**src/design/ioa_pkg.sv**
```systemverilog
// Shared types and constants for the interval overlap admission block.
package ioa_pkg;

    localparam int MAX_BOUNDARIES = 2048;
    localparam int TIME_BITS      = 32;
    localparam int DELTA_W        = 12;
    localparam int CNT_W          = $clog2(MAX_BOUNDARIES + 3);
    localparam int RUN_W          = DELTA_W + 1;
    localparam int LIMIT_W        = 4;

    localparam logic [LIMIT_W-1:0] LIMIT_RESET = LIMIT_W'(2);

    typedef enum logic [1:0] {
        ST_OK      = 2'd0,
        ST_OVERLAP = 2'd1,
        ST_FULL    = 2'd2,
        ST_ORDER   = 2'd3
    } status_t;

    typedef struct packed {
        logic [TIME_BITS-1:0]      tstamp;
        logic signed [DELTA_W-1:0] delta;
    } entry_t;

    typedef struct packed {
        logic ring_shift;
        logic cand_shift;
        logic commit;
    } cell_ctrl_t;

    typedef struct packed {
        logic             busy;
        logic [CNT_W-1:0] count;
    } ctl_stat_t;

endpackage

```
**src/design/ioa_cell.sv**
```systemverilog
// One boundary cell: a committed entry on the ring and a candidate entry on the build chain.
module ioa_cell (
    input  logic                aclk,
    input  ioa_pkg::cell_ctrl_t ctrl,
    input  ioa_pkg::entry_t     ring_in,
    input  ioa_pkg::entry_t     cand_in,
    output ioa_pkg::entry_t     ring_out,
    output ioa_pkg::entry_t     cand_out
);

    ioa_pkg::entry_t committed_reg;
    ioa_pkg::entry_t candidate_reg;

    always_ff @(posedge aclk) begin
        if (ctrl.commit) begin
            committed_reg <= candidate_reg;
        end else if (ctrl.ring_shift) begin
            committed_reg <= ring_in;
        end
        if (ctrl.cand_shift) begin
            candidate_reg <= cand_in;
        end
    end

    assign ring_out = committed_reg;
    assign cand_out = candidate_reg;

endmodule

```
**config.mk**
```make
export PLATFORM = sky130hd
export DESIGN_NAME = ioa_cell
export DESIGN_NICKNAME = d
export VERILOG_FILES = /design/src/design/ioa_pkg.sv /design/src/design/ioa_cell.sv
export SDC_FILE = /design/constraint.sdc
export NUM_CORES = 1
export LEC_CHECK = 0
export BUFFER_PORTS_ARGS = -buffer_cell sky130_fd_sc_hd__buf_2
export CORE_UTILIZATION = 40
export CTS_CLUSTER_SIZE = 30
export DETAILED_ROUTE_END_ITERATION = 10
export GPL_TIMING_DRIVEN = 1
export PLACE_DENSITY = 0.73
export SLEW_MARGIN = 20
export SYNTH_ARGS = -nofsm -noshare
export SYNTH_HDL_FRONTEND = slang
export SYNTH_SLANG_ARGS = --single-unit
export TNS_END_PERCENT = 20
```
**constraint.sdc**
```tcl
create_clock -name aclk -period 2.2 [get_ports aclk]
set_input_delay 0.22 -clock aclk [delete_from_list [all_inputs] [get_ports aclk]]
set_output_delay 0.22 -clock aclk [all_outputs]
set_load 0.05 [all_outputs]
```
==> metrics.md <==
| Metric | Value |
|---|---|
| Max_cap viols | 0 |
| Largest net degree at the start of global routing | 45 |
| Fmax achieved | between 800 and 900 MHz |
| Unrepaired setup endpoints after global routing | false |
| Worst clock skew | 0.00929 ns |
| Crit path max fanout | 2 |
| CP endpoint kind | output pin |
| WL/cell | 15.9 um |
| Final instance area | roughly 0.0045 mm2 |
| Combinational power share | 0.230 |
| Buffers & Inverters on Critical Path | 1 |
| Mapped Area | 0.00338 mm2 |
| Drt via density | 4.59 |
| CTS Sinks | 88 |
| Ports | 180 |
| R2R Path Start | cand_out[2] |
| Hold_sp | cand_in[30] |
| Max Slew Vio Count | 0 |
| CTS H-tree lvls | 3 |
| Worst Hold Class | input pin to flop |
| Seq/Total Area, Yosys | 0.781 |
| Final GP Congestion | 0.714 |
| Synthesis Warnings | 0 |
| Max incr delay on CP | 0.38 ns |
| Mapped Cells | 138 |
| Post-route minimum period | 1.22 ns |
| Global-route wire length before repair | approximately 10 mm |
| Xor-xnor portion of the synthesized cell area | 0 |
| Die width | 94.0 um |
| # setup viols final | 0 |
| Crit-path slowest cell | edfxtp_1 |
| Critical Path Start Type | flop |
| Reg2reg setup slack | 1.27 ns |
| Syn Nets | between 200 and 250 |
| Post-CTS Repair Setup Buffers | 0 |
| Crit path cell chain | buf_2 |
| Mux share of post-synthesis cell area | 0.190 |
| Commonest non-fill, non-tap cells in the layout | 179 x buf_2, 88 x edfxtp_1, 39 x mux2_4, 9 x clkbuf_8 |
| Setup TNS | 0 ns |
| Slew of the pin with the lowest slew margin | around 0.6 ns |
| Largest family of logic cells by synthesized area | multiplexers |
| Die Footprint | 0.00883 mm2 |
| Cell Pwr Density | 896 mW/mm2 |
| Clock power frac | 0.260 |
| DRC viols | 0 |
| Dpl hpwl | about 5.3 mm |
| CP Class | flop to output pin |
| Cell Int Power | 2720 uW |
| DP Worst Slack | 0.719 ns |
| Ant diodes | 0 |
| GRT Util Overall | 0.155 |
| Post-synthesis cell type count | 6 |
| Post-synthesis simple-gate area fraction | 0.00185 |
| Worst skew pair latency | 0.35 ns |
| Final hold viol count | 0 |
| Data required, critical path | 1.98 ns |
| Synth Area in Compound Gates | 0 |
| Sw Ratio | 0.332 |
| CTS tree | built |
| Clk buf depth | 2 |
| Number of global-route vias before repair | 2012 |
| CP startpoint | cand_out[21] |
| Largest delay share family, worst path | flip-flops |
| Core area | 0.00822 mm2 |
| Peak VDD IR | ~0.00052 V |
| Most common cell after layout, fill and taps aside | buf_2 |
| Arr. time, crit path | 1.00 ns |
| Sw power | 1350 uW |
| Final Net Count | 420 |
| Synth Area in Adders | 0 |
| Area of placed instances | around 0.0044 mm2 |
| Worst slew margin | 0.611 |
| Die height | 94.0 um |
| Yosys reg bits | 88 |
| Clock root buffer | clkbuf_8 |
| Share of layout cells above drive strength 1 | 0.736 |
| IO buf count | 179 |
| Slack of the critical path | 0.976 ns |
| Inserted Clock Buffers | 9 |
| Row Count | 33 |
| Status | complete, no violations |
| Avg Cell Area, Syn | 24.5 um2 |
| Detailed Route Iter0 Violations | 63 |
| Syn-to-layout area delta | 34.3% |
| Leak | between 0.002 and 0.0025 uW |
| Antenna-violating nets left | 0 |
| Seq pwr share | 0.510 |
| # resized after CTS | 0 |
| Final wirelength | slightly below 7 mm |
| Initial Util | 0.412 |
| First-pass detailed-route iteration total | 4 |
| Final worst-path cycle share | 0.556 |
| Hold buffer count at cts | 0 |
| Via count | ~2000 |
| Initial antenna violation count | 0 |
| GRT Residual Overflow | 0 |
| Clk slew on worst S/H paths | roughly 0.1 ns |
-- metal layers --
layer | vias to the layer above | global-route usage | wire length (um)
li1 | 929 | - | -
met1 | 965 | 0.163 | 2530
met2 | 104 | 0.284 | 3750
met3 | 12 | 0.0469 | 567
met4 | 0 | 0.0679 | 117
met5 | - | 0 | 0
-- cells by family (layout without fill, tap and decap cells) --
logic type | Yosys count | count (layout)
multiplexers | 44 | 44
buffers and inverters | 5 | 200
AND/OR/NAND/NOR | 1 | 1
flip-flops | 88 | 88
-- final timing paths --
| path | to | depth (start not counted) |
|---|---|---|
| worst max register to register | ring_out[2] | 1 |
| worst min register to register | ring_out[29] | 1 |
| worst max-delay path | cand_out[21] | 1 |
| worst min-delay path | cand_out[30] | 1 |
-- flip-flops by register name, summed over array words and instances, names as in the netlist --
register and cells:
cand_out 44, ring_out 44
-- synth_stat cells --
master / n / share of area
edfxtp_1: 88 / 0.78
buf_12: 4 / 0.024
or2_1: 1 / 0.0019
mux2_4: 39 / 0.17
mux2_2: 5 / 0.017
buf_6: 1 / 0.0033
-- stage by stage --
| stage | hold WS, ns | instances | util | total power (uW) |
|---|---|---|---|---|
| 2_1_floorplan | 0.319 | 138 | - | 2800 |
| 3_3_place_gp | 0.397 | 422 | 0.530 | 3040 |
| 3_5_place_dp | 0.398 | 422 | 0.530 | 3060 |
| 4_1_cts | 0.0104 | 438 | 0.553 | 4120 |
| 5_1_grt | 0.00916 | 438 | 0.553 | 4220 |
| 6_report | 0.0344 | 438 | 0.553 | 4070 |
-- power by group through the flow --
stage / clock [uW] / combinational (uW) / sequential [uW]
after global placement: 0 / 931 / 2110
after floorplan: 0 / 160 / 2640
final: 1060 / 935 / 2070
after global routing: 1160 / 971 / 2090
after CTS: 1100 / 942 / 2080
after detailed placement: 0 / 941 / 2120
-- area by class of cell --
class                   count  area, um2
clock buffers               9        124
fillers                   695       3670
well taps                 105        131
flip-flops and latches     88       2640
repair buffers            184        933
multi-input cells          45        648
clock inverters             7       62.6
Power figures use the tool's default switching activity.
