## src/design/ioa_pkg.sv

```systemverilog
// Shared types and constants for the interval overlap admission block.
package ioa_pkg;

    localparam int MAX_BOUNDARIES = 2048;
    localparam int TIME_BITS      = 32;
    localparam int DELTA_W        = 12;
    localparam int CNT_W          = $clog2(MAX_BOUNDARIES + 3);
    localparam int RUN_W          = DELTA_W + 1;
    localparam int LIMIT_W        = 4;

    localparam logic [LIMIT_W-1:0] LIMIT_RESET = LIMIT_W'(2);

    typedef enum logic [1:0] {
        ST_OK      = 2'd0,
        ST_OVERLAP = 2'd1,
        ST_FULL    = 2'd2,
        ST_ORDER   = 2'd3
    } status_t;

    typedef struct packed {
        logic [TIME_BITS-1:0]      tstamp;
        logic signed [DELTA_W-1:0] delta;
    } entry_t;

    typedef struct packed {
        logic ring_shift;
        logic cand_shift;
        logic commit;
    } cell_ctrl_t;

    typedef struct packed {
        logic             busy;
        logic [CNT_W-1:0] count;
    } ctl_stat_t;

endpackage

```

## src/design/ioa_ctl.sv

```systemverilog
// Merge and coverage controller that sweeps the boundary ring and builds the candidate table.
module ioa_ctl (
    input  logic                          aclk,
    input  logic                          aresetn,
    input  logic                          in_fire,
    input  logic [ioa_pkg::TIME_BITS-1:0] in_start,
    input  logic [ioa_pkg::TIME_BITS-1:0] in_end,
    input  logic                          cfg_wr_en,
    input  logic [ioa_pkg::LIMIT_W-1:0]   cfg_wr_data,
    input  ioa_pkg::entry_t               head,
    input  logic                          res_ready,
    output logic                          res_valid,
    output logic                          res_accepted,
    output ioa_pkg::status_t              res_status,
    output ioa_pkg::entry_t               tail,
    output ioa_pkg::cell_ctrl_t           ctrl,
    output ioa_pkg::ctl_stat_t            stat
);

    localparam logic [ioa_pkg::CNT_W-1:0] NUM = ioa_pkg::CNT_W'(ioa_pkg::MAX_BOUNDARIES);

    typedef enum logic [4:0] {
        S_IDLE  = 5'b00001,
        S_EVAL  = 5'b00010,
        S_MERGE = 5'b00100,
        S_PAD   = 5'b01000,
        S_FIN   = 5'b10000
    } state_t;

    state_t                               state_reg, state_next;
    logic [ioa_pkg::TIME_BITS-1:0]        s_reg, e_reg;
    logic                                 s_done_reg, s_done_next;
    logic                                 e_done_reg, e_done_next;
    logic [ioa_pkg::CNT_W-1:0]            j_reg, j_next;
    logic [ioa_pkg::CNT_W-1:0]            k_reg, k_next;
    logic [ioa_pkg::CNT_W-1:0]            cs_reg, cs_next;
    logic [ioa_pkg::CNT_W-1:0]            count_reg, count_next;
    logic signed [ioa_pkg::RUN_W-1:0]     run_reg, run_next;
    logic                                 over_reg, over_next;
    logic                                 commit_reg, commit_next;
    ioa_pkg::status_t                     fin_reg, fin_next;
    logic [ioa_pkg::LIMIT_W-1:0]          limit_reg;
    logic                                 out_valid_reg, out_valid_next;
    logic                                 out_acc_reg, out_acc_next;
    ioa_pkg::status_t                     out_st_reg, out_st_next;

    logic                                 old_av, new_av, take_old, take_new;
    logic [ioa_pkg::TIME_BITS-1:0]        new_t, sel_t;
    logic signed [ioa_pkg::DELTA_W-1:0]   new_d, sel_d;
    logic signed [ioa_pkg::RUN_W-1:0]     run_sum, limit_s;

    always_comb begin
        old_av   = (j_reg < count_reg);
        new_av   = !s_done_reg || !e_done_reg;
        new_t    = !s_done_reg ? s_reg : e_reg;
        new_d    = !s_done_reg ? ioa_pkg::DELTA_W'(1) : -ioa_pkg::DELTA_W'(1);
        take_old = old_av && (!new_av || (head.tstamp <= new_t));
        take_new = new_av && (!take_old || (new_t == head.tstamp));
        sel_t    = take_old ? head.tstamp : new_t;
        sel_d    = (take_old ? head.delta : '0) + (take_new ? new_d : '0);
        run_sum  = run_reg + ioa_pkg::RUN_W'(sel_d);
        limit_s  = $signed({{(ioa_pkg::RUN_W-ioa_pkg::LIMIT_W){1'b0}}, limit_reg});
    end

    always_comb begin
        state_next     = state_reg;
        s_done_next    = s_done_reg;
        e_done_next    = e_done_reg;
        j_next         = j_reg;
        k_next         = k_reg;
        cs_next        = cs_reg;
        count_next     = count_reg;
        run_next       = run_reg;
        over_next      = over_reg;
        commit_next    = commit_reg;
        fin_next       = fin_reg;
        out_valid_next = out_valid_reg && !res_ready;
        out_acc_next   = out_acc_reg;
        out_st_next    = out_st_reg;
        ctrl           = '0;
        tail.tstamp    = sel_t;
        tail.delta     = sel_d;
        unique case (state_reg)
            S_IDLE: begin
                if (in_fire) begin
                    state_next = S_EVAL;
                end
            end
            S_EVAL: begin
                s_done_next = 1'b0;
                e_done_next = 1'b0;
                j_next      = '0;
                k_next      = '0;
                cs_next     = '0;
                run_next    = '0;
                over_next   = 1'b0;
                commit_next = 1'b0;
                if (s_reg > e_reg) begin
                    fin_next   = ioa_pkg::ST_ORDER;
                    state_next = S_FIN;
                end else if (s_reg == e_reg) begin
                    fin_next   = ioa_pkg::ST_OK;
                    state_next = S_FIN;
                end else begin
                    state_next = S_MERGE;
                end
            end
            S_MERGE: begin
                if (!old_av && !new_av) begin
                    state_next = S_PAD;
                end else begin
                    if (take_old) begin
                        ctrl.ring_shift = 1'b1;
                        j_next          = j_reg + 1'b1;
                    end
                    if (take_new) begin
                        if (!s_done_reg) begin
                            s_done_next = 1'b1;
                        end else begin
                            e_done_next = 1'b1;
                        end
                    end
                    if (sel_d != '0) begin
                        k_next   = k_reg + 1'b1;
                        run_next = run_sum;
                        if (run_sum > limit_s) begin
                            over_next = 1'b1;
                        end
                        if (cs_reg < NUM) begin
                            ctrl.cand_shift = 1'b1;
                            cs_next         = cs_reg + 1'b1;
                        end
                    end
                end
            end
            S_PAD: begin
                if (j_reg < NUM) begin
                    ctrl.ring_shift = 1'b1;
                    j_next          = j_reg + 1'b1;
                end
                if (cs_reg < NUM) begin
                    ctrl.cand_shift = 1'b1;
                    cs_next         = cs_reg + 1'b1;
                end
                if ((j_reg == NUM) && (cs_reg == NUM)) begin
                    state_next = S_FIN;
                    if (over_reg) begin
                        fin_next = ioa_pkg::ST_OVERLAP;
                    end else if (k_reg > NUM) begin
                        fin_next = ioa_pkg::ST_FULL;
                    end else begin
                        fin_next    = ioa_pkg::ST_OK;
                        commit_next = 1'b1;
                    end
                end
            end
            S_FIN: begin
                if (!out_valid_reg || res_ready) begin
                    out_valid_next = 1'b1;
                    out_st_next    = fin_reg;
                    out_acc_next   = (fin_reg == ioa_pkg::ST_OK);
                    if (commit_reg) begin
                        ctrl.commit = 1'b1;
                        count_next  = k_reg;
                    end
                    state_next = S_IDLE;
                end
            end
            default: begin
                state_next = S_IDLE;
            end
        endcase
    end

    always_ff @(posedge aclk) begin
        if (!aresetn) begin
            state_reg     <= S_IDLE;
            count_reg     <= '0;
            limit_reg     <= ioa_pkg::LIMIT_RESET;
            out_valid_reg <= 1'b0;
        end else begin
            state_reg     <= state_next;
            count_reg     <= count_next;
            out_valid_reg <= out_valid_next;
            if (cfg_wr_en) begin
                limit_reg <= cfg_wr_data;
            end
        end
    end

    always_ff @(posedge aclk) begin
        if (in_fire) begin
            s_reg <= in_start;
            e_reg <= in_end;
        end
        s_done_reg  <= s_done_next;
        e_done_reg  <= e_done_next;
        j_reg       <= j_next;
        k_reg       <= k_next;
        cs_reg      <= cs_next;
        run_reg     <= run_next;
        over_reg    <= over_next;
        commit_reg  <= commit_next;
        fin_reg     <= fin_next;
        out_acc_reg <= out_acc_next;
        out_st_reg  <= out_st_next;
    end

    assign res_valid    = out_valid_reg;
    assign res_accepted = out_acc_reg;
    assign res_status   = out_st_reg;
    assign stat.busy    = (state_reg != S_IDLE);
    assign stat.count   = count_reg;

endmodule

```

## config.mk

```make
export PLATFORM = sky130hd
export DESIGN_NAME = ioa_ctl
export DESIGN_NICKNAME = d
export VERILOG_FILES = /design/src/design/ioa_pkg.sv /design/src/design/ioa_ctl.sv
export SDC_FILE = /design/constraint.sdc
export NUM_CORES = 1
export LEC_CHECK = 0
export ABC_AREA = 0
export BUFFER_PORTS_ARGS = -buffer_cell sky130_fd_sc_hd__buf_2
export CAP_MARGIN = 0
export CORE_MARGIN = 4
export CORE_UTILIZATION = 40
export DETAILED_ROUTE_END_ITERATION = 12
export PLACE_DENSITY = 0.69
export SYNTH_ARGS = -nofsm -noshare
export SYNTH_HDL_FRONTEND = slang
export SYNTH_SLANG_ARGS = --single-unit
```

## constraint.sdc

```tcl
create_clock -name aclk -period 6.8 [get_ports aclk]
set_input_delay 0.68 -clock aclk [delete_from_list [all_inputs] [get_ports aclk]]
set_output_delay 0.68 -clock aclk [all_outputs]
set_load 0.005 [all_outputs]
```

==> results of run 1 <==
## synth_stat cells, types with 3 or more instances
| master | instances | area share |
|---|---|---|
| edfxtp_1 | 122 | 0.38 |
| nor2_1 | 106 | 0.041 |
| ha_1 | 104 | 0.13 |
| a21oi_1 | 88 | 0.045 |
| inv_1 | 86 | 0.033 |
| nand2_1 | 78 | 0.030 |
| o21ai_0 | 36 | 0.018 |
| mux2i_1 | 35 | 0.036 |
| nand3_1 | 34 | 0.017 |
| clkbuf_1 | 29 | 0.011 |
| xor2_1 | 23 | 0.021 |
| dfxtp_1 | 22 | 0.045 |
| xnor2_1 | 19 | 0.017 |
| nand4_1 | 17 | 0.011 |
| nor2b_1 | 15 | 0.0096 |
| a21boi_0 | 14 | 0.011 |
| a21o_1 | 13 | 0.010 |
| nor3_1 | 13 | 0.0067 |
| and3_1 | 12 | 0.0077 |
| nor4_1 | 12 | 0.0077 |
| and2_1 | 11 | 0.0071 |
| a31oi_1 | 9 | 0.0058 |
| o21a_1 | 9 | 0.0069 |
| nand2b_1 | 8 | 0.0051 |
| or3_1 | 6 | 0.0038 |
| a211oi_1 | 5 | 0.0038 |
| o211ai_1 | 5 | 0.0038 |
| o31ai_1 | 5 | 0.0038 |
| nand3b_1 | 4 | 0.0031 |
| nand4b_1 | 4 | 0.0036 |
| o22ai_1 | 4 | 0.0026 |
| a21bo_2 | 3 | 0.0031 |
| a22oi_1 | 3 | 0.0023 |
| buf_2 | 3 | 0.0015 |
| nor3b_1 | 3 | 0.0023 |
| o2111ai_1 | 3 | 0.0027 |
| o211a_1 | 3 | 0.0031 |
## metal layers
metal / wire length (um) / track usage / part of all wire
met1: 11560 / 0.2507 / 0.44
met4: 538 / 0.05947 / 0.020
met3: 1510 / 0.03915 / 0.057
met2: 12680 / 0.3260 / 0.48
met5: 0 / 0 / 0
## path summary, 6_finish.rpt
kind	startpoint	to	slack [ns]	cells after the start
max	s_done_reg$_DFFE_PP_	ctrl[1]	0.21	22
min	in_end[19]	e_reg[19]$_DFFE_PP_	0.44	1
max reg2reg	s_done_reg$_DFFE_PP_	over_reg$_DFFE_PP_	0.28	25
min reg2reg	fin_reg[1]$_DFFE_PP_	res_status[1]$_DFFE_PP_	0.46	0
## through the flow
stage                       util  setup slack, ns  std cells  hold slack, ns
final                     0.4952           0.2085       1527          0.4356
after global placement    0.4660           0.2486       1491          0.4362
after CTS                 0.4914           0.1145       1523          0.4159
after floorplan                -         0.009890       1009          0.4272
after detailed placement  0.4660          0.01468       1491          0.4414
after global routing      0.4952         0.004890       1527          0.4096
## where the power goes
part           internal [uW]  leakage (uW)  switching, uW
clock network            554      0.000292            397
registers               1070       0.00134           79.0
logic                    437       0.00348            602
## layout make-up
type	count	area (um^2)
well taps	319	399.1
fillers	2196	11990
clock inverters	14	167.7
repair buffers	200	1085
flip-flops and latches	144	4104
inverters	86	322.8
clock buffers	18	429.2
diodes	1	2.502
multi-input cells	745	5253
## cells by family after synthesis
family | share of synthesized area
AOI/OAI and AO/OA | 0.1529
xor gates and xnor gates | 0.03772
adders and majority gates | 0.1355
buffers and inverters | 0.04657
DFF | 0.4208
muxes | 0.03708
and+or+nand+nor | 0.1694
## timing repair
action,4_1_cts,5_1_grt
setup buffers,0,2
resized for setup,1,13
setup endpoints to repair,1,3
pin swaps,0,2
cloned,0,1
==> impl_metrics.json, run 1 <==
{
  "outcome": "complete, no violations",
  "grt_pass1_wl_um": 41200,
  "path_buf_inv": 5,
  "grt-ovfl-total": 0,
  "ios": 181,
  "p_leak_uw": 0.005115,
  "syn_area_per_cell_um2": 9.665,
  "postCtsHoldBufs": 0,
  "fin_skew_ns": 0.01639,
  "cpPeakStageDelay_ns": 0.57,
  "final_cell_mix": "buf_2, edfxtp_1, nor2_1, ha_1",
  "areaGrowthSynthToFinish_pct": 20.62,
  "die_y_um": 164.1,
  "avgViaCountPerCell": 5.354,
  "wl_per_cell_um": 17.22,
  "worstSkewPairLatency_ns": 0.42,
  "ys.flop_type": "edfxtp_1",
  "maxCapViolations": 0,
  "post-route-period-util": 0.9693,
  "grt_pass1_vias": 8067,
  "required_ns": 6.12,
  "synth_edf_count": 122,
  "final_area_um2": 11760,
  "grt_use_total": 0.1935,
  "peakVddDrop_mv": 0.1457,
  "synth_seq_cells": 144,
  "die_w_um": 164.1,
  "portBuffers": 180,
  "dieArea_um2": 26940,
  "antenna_left": 0,
  "worst_slew_pin_slew_ns": 0.9756,
  "setup_viol": 0,
  "antenna_found_initial": 1,
  "drt-total-wl_um": 26290,
  "start_kind": "register",
  "clk_pin_slew_ns": 0.06,
  "tritoncts": "built",
  "drtPass1Iterations": 7,
  "critPathCaptureType": "primary output",
  "cts_buffers": 17,
  "cts_root_buf": "clkbuf_16",
  "finalHoldViolations": 0,
  "drc": 0,
  "timing.fmax_mhz": 151.7,
  "setup-tns-final_ns": 0,
  "hold_path_class": "input pin to register",
  "critPathTopFamily": "simple AND/OR/NAND/NOR gates",
  "drt_iter0_markers": 496,
  "drive_above_1_share": 0.2154,
  "power_density_nw_per_um2": 266.9,
  "path_cells": "buf_12, mux2i_1, ha_1, nand4_2, or4_1, a211o_1, a31o_1, and3_4, and2_1, ha_1, a22oi_1, o21ai_1, a2111oi_4, buf_6, nor4b_2, nor4_4, buf_4, nand4b_1, o41ai_2, buf_4, a21oi_1, buf_2",
  "place.gp.congestion": 0.9235,
  "async_reset_ff_frac": 0,
  "coreArea_um2": 23750,
  "synthCells": 1009,
  "seq_area_frac_synth": 0.4208,
  "cts.path.max_buffers": 2,
  "cts.sinks": 144,
  "ys_types": 73,
  "syn_area_um2": 9752,
  "nets": 1416,
  "vias": 8176,
  "rsz0062_at_grt": "false",
  "syn_nets": 1231,
  "worstSetupPathType": "register to primary output",
  "htree_levels": 4,
  "start_util": 0.4106,
  "grt_max_degree": 67,
  "slew_viol_final": 0,
  "yosys_warnings": 0,
  "final_common_cell": "buf_2",
  "placed_area_um2": 11070,
  "cp.arrival_ns": 5.91,
  "total_power_uw": 3139,
  "relSlewSlack": 0.3489,
  "row_count": 56,
  "cpMaxStageDelayCell": "or4_1",
  "place_hpwl_um": 20210,
  "cp_max_fo": 18,
  "period_minus_slack_ns": 6.591
}
Note: power is estimated with default switching activity, not from simulation.
==> run 2, diff against run 1 <==
- CORE_UTILIZATION: 40 -> 51
- CTS_CLUSTER_DIAMETER: default -> 30
- PLACE_DENSITY: 0.69 -> 0.83
- SKIP_LAST_GASP: default -> 1
==> impl_metrics.json, run 2 (synthesized netlist as in run 1, its figures left out) <==
{
  "worstSetupPathType": "register to primary output",
  "slew_viol_final": 0,
  "post-route-period-util": 0.9694,
  "stdcell_count": 1448,
  "fin_skew_ns": 0.01072,
  "worst_slew_pin_slew_ns": 1.001,
  "clk_pin_slew_ns": 0.06,
  "cpMaxStageDelayCell": "or4_4",
  "cts_buffers": 17,
  "grt_use_total": 0.2373,
  "areaGrowthSynthToFinish_pct": 20.89,
  "timing.fmax_mhz": 151.7,
  "tritoncts": "built",
  "dp.cells": 1402,
  "critPathCaptureType": "primary output",
  "hold_path_class": "input pin to register",
  "ff2ff_setup_slack_ns": 0.26,
  "place_ws_ns": -0.08017,
  "worstHoldStart": "in_start[16]",
  "holdPathEnd": "s_reg[16]$_DFFE_PP_",
  "avgViaCountPerCell": 5.897,
  "relSlewSlack": 0.3320,
  "start_kind": "register",
  "period_minus_slack_ns": 6.592,
  "coreArea_um2": 18770,
  "register_area_um2": 4104,
  "drtPass1Iterations": 5,
  "cts_root_buf": "clkbuf_16",
  "critPathMostFrequentCell": "buf_4",
  "fin_ws_ns": 0.2079,
  "final_cell_mix": "buf_2, edfxtp_1, nor2_1, ha_1",
  "finalHoldViolations": 0,
  "grt_pass1_wl_um": 41410,
  "place_hpwl_um": 19650,
  "final_common_cell": "buf_2",
  "drt-total-wl_um": 26110,
  "start_util": 0.5196,
  "nFillCells": 1532,
  "postCtsHoldBufs": 0,
  "r2r-start": "s_done_reg$_DFFE_PP_",
  "outcome": "complete, no violations",
  "place.gp.congestion": 0.9740,
  "cpPeakStageDelay_ns": 0.55,
  "final_area_um2": 11790,
  "p_leak_uw": 0.005135,
  "grt-ovfl-total": 0,
  "drive_above_1_share": 0.2264,
  "grt_pass1_vias": 8371,
  "maxCapViolations": 0,
  "nets": 1419,
  "placed_area_um2": 10930,
  "antenna_left": 0,
  "drt_iter0_markers": 739,
  "die_y_um": 146.3,
  "total_power_uw": 3143,
  "setup_viol": 0,
  "cp.arrival_ns": 5.91,
  "cts.sinks": 144,
  "power_density_nw_per_um2": 266.6,
  "rsz0062_at_grt": "true",
  "path_buf_inv": 5,
  "multiInputGateArea_um2": 5344,
  "htree_levels": 4,
  "r2r_end": "over_reg$_DFFE_PP_",
  "ios": 181,
  "worstSkewPairLatency_ns": 0.42,
  "critPathTopFamily": "compound AO/OA/AOI/OAI gates",
  "row_count": 50,
  "cp_max_fo": 12,
  "whs_path_depth": 1,
  "worstRegToRegCells": 26,
  "portBuffers": 180,
  "die_w_um": 146.3,
  "required_ns": 6.12,
  "peakVddDrop_mv": 0.1930,
  "vias": 8539,
  "antenna_found_initial": 5,
  "drc": 0,
  "setup-tns-final_ns": 0,
  "crit_path_start": "s_done_reg$_DFFE_PP_",
  "cts.path.max_buffers": 2,
  "wl_per_cell_um": 18.03,
  "dieArea_um2": 21400,
  "grt_max_degree": 67,
  "path_cells": "buf_4, buf_12, mux2i_2, ha_1, nand4_1, or4_4, a211o_1, a31o_1, and3_4, and2_1, ha_4, a22oi_1, o21ai_1, a2111oi_4, buf_4, a211oi_1, nor4_4, buf_4, nand4b_1, o41ai_4, a21oi_1, buf_2"
}
==> run 2: changes by cell type in the layout (fill, tap and decap cells not counted), sizes merged <==
cell	previous run	this run
clkinvlp	1	4
clkinv	3	2
buf	199	200
clkbuf	19	22
bufinv	2	1
inv	94	92
diode	1	4
==> run 2: worst max path at each step <==
stage               slack [ns]                 end  cells past startpoint
finish                    0.21             ctrl[1]                     22
global placement          0.30  over_reg$_DFFE_PP_                     27
floorplan                 0.01  over_reg$_DFFE_PP_                     30
detailed placement       -0.08  over_reg$_DFFE_PP_                     27
global route             -0.08  over_reg$_DFFE_PP_                     28
CTS                       0.01             ctrl[1]                     21
==> run 2: where the power goes <==
part / internal, uW / leakage [uW] / total (uW) / switching [uW]
registers: 1070 / 0.00134 / 1150 / 79.1
clock network: 529 / 0.000273 / 918 / 389
logic: 451 / 0.00352 / 1080 / 624
==> run 2: worst register-to-register path: stages (launching register included) <==
cell and delay, ns:
edfxtp_1 0.36, buf_4 0.18, buf_12 0.15, mux2i_2 0.16
ha_1 0.33, nand4_1 0.22, or4_4 0.55, a211o_1 0.24
a31o_1 0.21, and3_4 0.24, and2_1 0.17, ha_1 0.21
ha_1 0.22, a21oi_2 0.19, a21oi_1 0.13, o221ai_2 0.28
and2_1 0.24, o2111ai_1 0.12, a32oi_1 0.48, ha_1 0.42
nand2_1 0.12, a21oi_1 0.09, or3_1 0.37, nand3_1 0.10
xor2_1 0.16, nor2_1 0.08, a221oi_2 0.19
==> run 2: layer usage <==
metal  GRT usage  part of all wire  up-vias
met5           0           0.00050        -
li1            -                 -     4064
met4     0.09360             0.034        2
met2      0.4040              0.49      369
met3     0.05121             0.070       81
met1      0.2952              0.41     4023
==> run 2: final cells by class <==
class                   instances  share of cell area
inverters                      86             0.02738
clock buffers                  19             0.03842
repair buffers                203             0.09658
well taps                     234             0.02484
flip-flops and latches        144              0.3481
diodes                          4           0.0008491
clock inverters                13             0.01051
multi-input cells             745              0.4533
==> run 2: repair_timing <==
item | in CTS | in global routing
gates cloned | 0 | 3
setup endpoints to repair | 1 | 16
resized for setup | 2 | 26
pin swaps | 0 | 7
setup buffers | 0 | 7
==> run 2: per-stage QoR <==
| step | hold WS, ns | util |
|---|---|---|
| floorplan | 0.4272 | - |
| global placement | 0.4336 | 0.5825 |
| detailed placement | 0.4505 | 0.5825 |
| CTS | 0.4171 | 0.6135 |
| global route | 0.4044 | 0.6281 |
| finish | 0.4286 | 0.6281 |
==> run 3, diff against run 2 <==
- CORE_UTILIZATION: 51 -> 50
- PLACE_DENSITY: 0.83 -> 0.82
- SKIP_LAST_GASP: 1 -> default
==> impl_metrics.json, run 3 (synthesized netlist as in run 1, its figures left out) <==
{
  "die_y_um": 147.7,
  "worstSkewPairLatency_ns": 0.43,
  "cp.arrival_ns": 5.92,
  "cts.path.max_buffers": 2,
  "internal_power_uw": 2026,
  "postCtsHoldBufs": 0,
  "swShare": 0.3489,
  "outcome": "complete, no violations",
  "cts_buffers": 17,
  "avgViaCountPerCell": 5.717,
  "stdcell_count": 1469,
  "antenna_found_initial": 4,
  "drive_above_1_share": 0.2172,
  "peakVddDrop_mv": 0.2065,
  "htree_levels": 4,
  "post-route-period-util": 0.9712,
  "clk_pin_slew_ns": 0.07,
  "setup_viol": 0,
  "critPathCaptureType": "primary output",
  "worstSetupPathType": "register to primary output",
  "coreArea_um2": 18960,
  "grt-ovfl-total": 0,
  "p_leak_uw": 0.005071,
  "setup-tns-final_ns": 0,
  "finalHoldViolations": 0,
  "timing.fmax_mhz": 151.4,
  "vias": 8399,
  "start_util": 0.5145,
  "placed_area_um2": 10960,
  "register_area_um2": 4104,
  "dp.cells": 1429,
  "final_cell_mix": "buf_2, edfxtp_1, nor2_1, ha_1, inv_1",
  "multiInputGateArea_um2": 5276,
  "clock_power_share": 0.293,
  "nFillCells": 1529,
  "drtPass1Iterations": 6,
  "cts_root_buf": "clkbuf_16",
  "place.gp.congestion": 0.9239,
  "final_area_um2": 11660,
  "ios": 181,
  "drc": 0,
  "final_common_cell": "buf_2",
  "crit_path_start": "s_done_reg$_DFFE_PP_",
  "start_kind": "register",
  "power_density_nw_per_um2": 266.9,
  "required_ns": 6.12,
  "p_seq_frac": 0.369,
  "cts.sinks": 144,
  "dieArea_um2": 21800,
  "period_minus_slack_ns": 6.604,
  "tritoncts": "built",
  "portBuffers": 180,
  "worst_slew_pin_slew_ns": 0.9745,
  "hold_path_class": "input pin to register",
  "netSwitchingPower_uw": 1086,
  "antenna_left": 0,
  "worstHoldStart": "in_end[8]",
  "wl_per_cell_um": 17.55,
  "grt_pass1_wl_um": 39960,
  "row_count": 50,
  "grt_use_total": 0.2271,
  "grt_pass1_vias": 8063,
  "r2r-start": "s_done_reg$_DFFE_PP_",
  "maxCapViolations": 0,
  "nets": 1415,
  "die_w_um": 147.7,
  "relSlewSlack": 0.3497,
  "fin_skew_ns": 0.01713,
  "cp_max_fo": 23,
  "drt-total-wl_um": 25790,
  "comb_power_share": 0.337,
  "grt_max_degree": 64,
  "drt_iter0_markers": 908,
  "slew_viol_final": 0,
  "place_hpwl_um": 19510,
  "areaGrowthSynthToFinish_pct": 19.58
}
## run 3: cell count changes in the layout (fill, tap and decap cells not counted), sizes merged
cell,previous run,this run
clkbuf,22,19
buf,200,199
diode,4,3
clkinv,2,4
clkinvlp,4,2
## run 3: power by group through the flow
stage               logic [uW]  registers, uW  clock network, uW
finish                    1050           1150                913
global route              1160           1160                966
CTS                       1020           1150                923
detailed placement        1010           1160                  0
global placement           972           1160                  0
floorplan                  691           1140                  0
## run 3: timing repair
item                       CTS  global route
pin swaps                    0             7
cloned                       0             0
resized for setup            4            18
setup endpoints to repair    2             4
setup buffers                0             5
hold endpoints to repair     0             0
## run 3: critical path, cell delays in order, from the launching register on
cell	delay [ns]
edfxtp_1	0.43
buf_12	0.20
mux2i_1	0.17
ha_1	0.34
nand4_1	0.21
or4_1	0.54
a211o_1	0.24
a31o_1	0.21
and3_4	0.20
buf_4	0.21
and2_1	0.18
ha_2	0.37
nand2_1	0.13
nor2_2	0.14
o41ai_1	0.08
a22o_1	0.20
o211a_1	0.13
nor4_4	0.35
buf_4	0.20
nand4b_1	0.14
o41ai_4	0.52
a21oi_2	0.12
buf_2	0.15
## run 3: worst paths after layout
kind | end | slack (ns) | cells after the start
setup / recovery | ctrl[1] | 0.20 | 22
hold / removal | e_reg[8]$_DFFE_PP_ | 0.42 | 1
hold reg to reg | res_status[1]$_DFFE_PP_ | 0.48 | 0
setup reg to reg | over_reg$_DFFE_PP_ | 0.35 | 27
## run 3: layout make-up
cell class | count | share of cell area
clock inverter | 13 | 0.01084
inverter | 86 | 0.02768
timing repair buffer | 199 | 0.09056
antenna | 3 | 0.0006438
tap | 260 | 0.02790
multi-input combinational | 745 | 0.4525
sequential | 144 | 0.3519
clock buffer | 19 | 0.03798
## run 3: routing by layer
metal	vias up	part of all wire	track usage
li1	4043	-	-
met3	40	0.073	0.05395
met5	-	0.00027	0
met2	335	0.50	0.3872
met1	3979	0.41	0.2845
met4	2	0.021	0.07549
## run 3: metrics by stage
stage / hold slack, ns / power, uW / util / worst slack [ns]
5_1_grt: 0.4096 / 3285 / 0.6152 / -0.04215
6_report: 0.4225 / 3112 / 0.6152 / 0.1957
4_1_cts: 0.4084 / 3090 / 0.6093 / 0.02574
3_5_place_dp: 0.4421 / 2168 / 0.5782 / -0.03138
3_3_place_gp: 0.4332 / 2132 / 0.5782 / 0.1961
2_1_floorplan: 0.4272 / 1827 / - / 0.009890
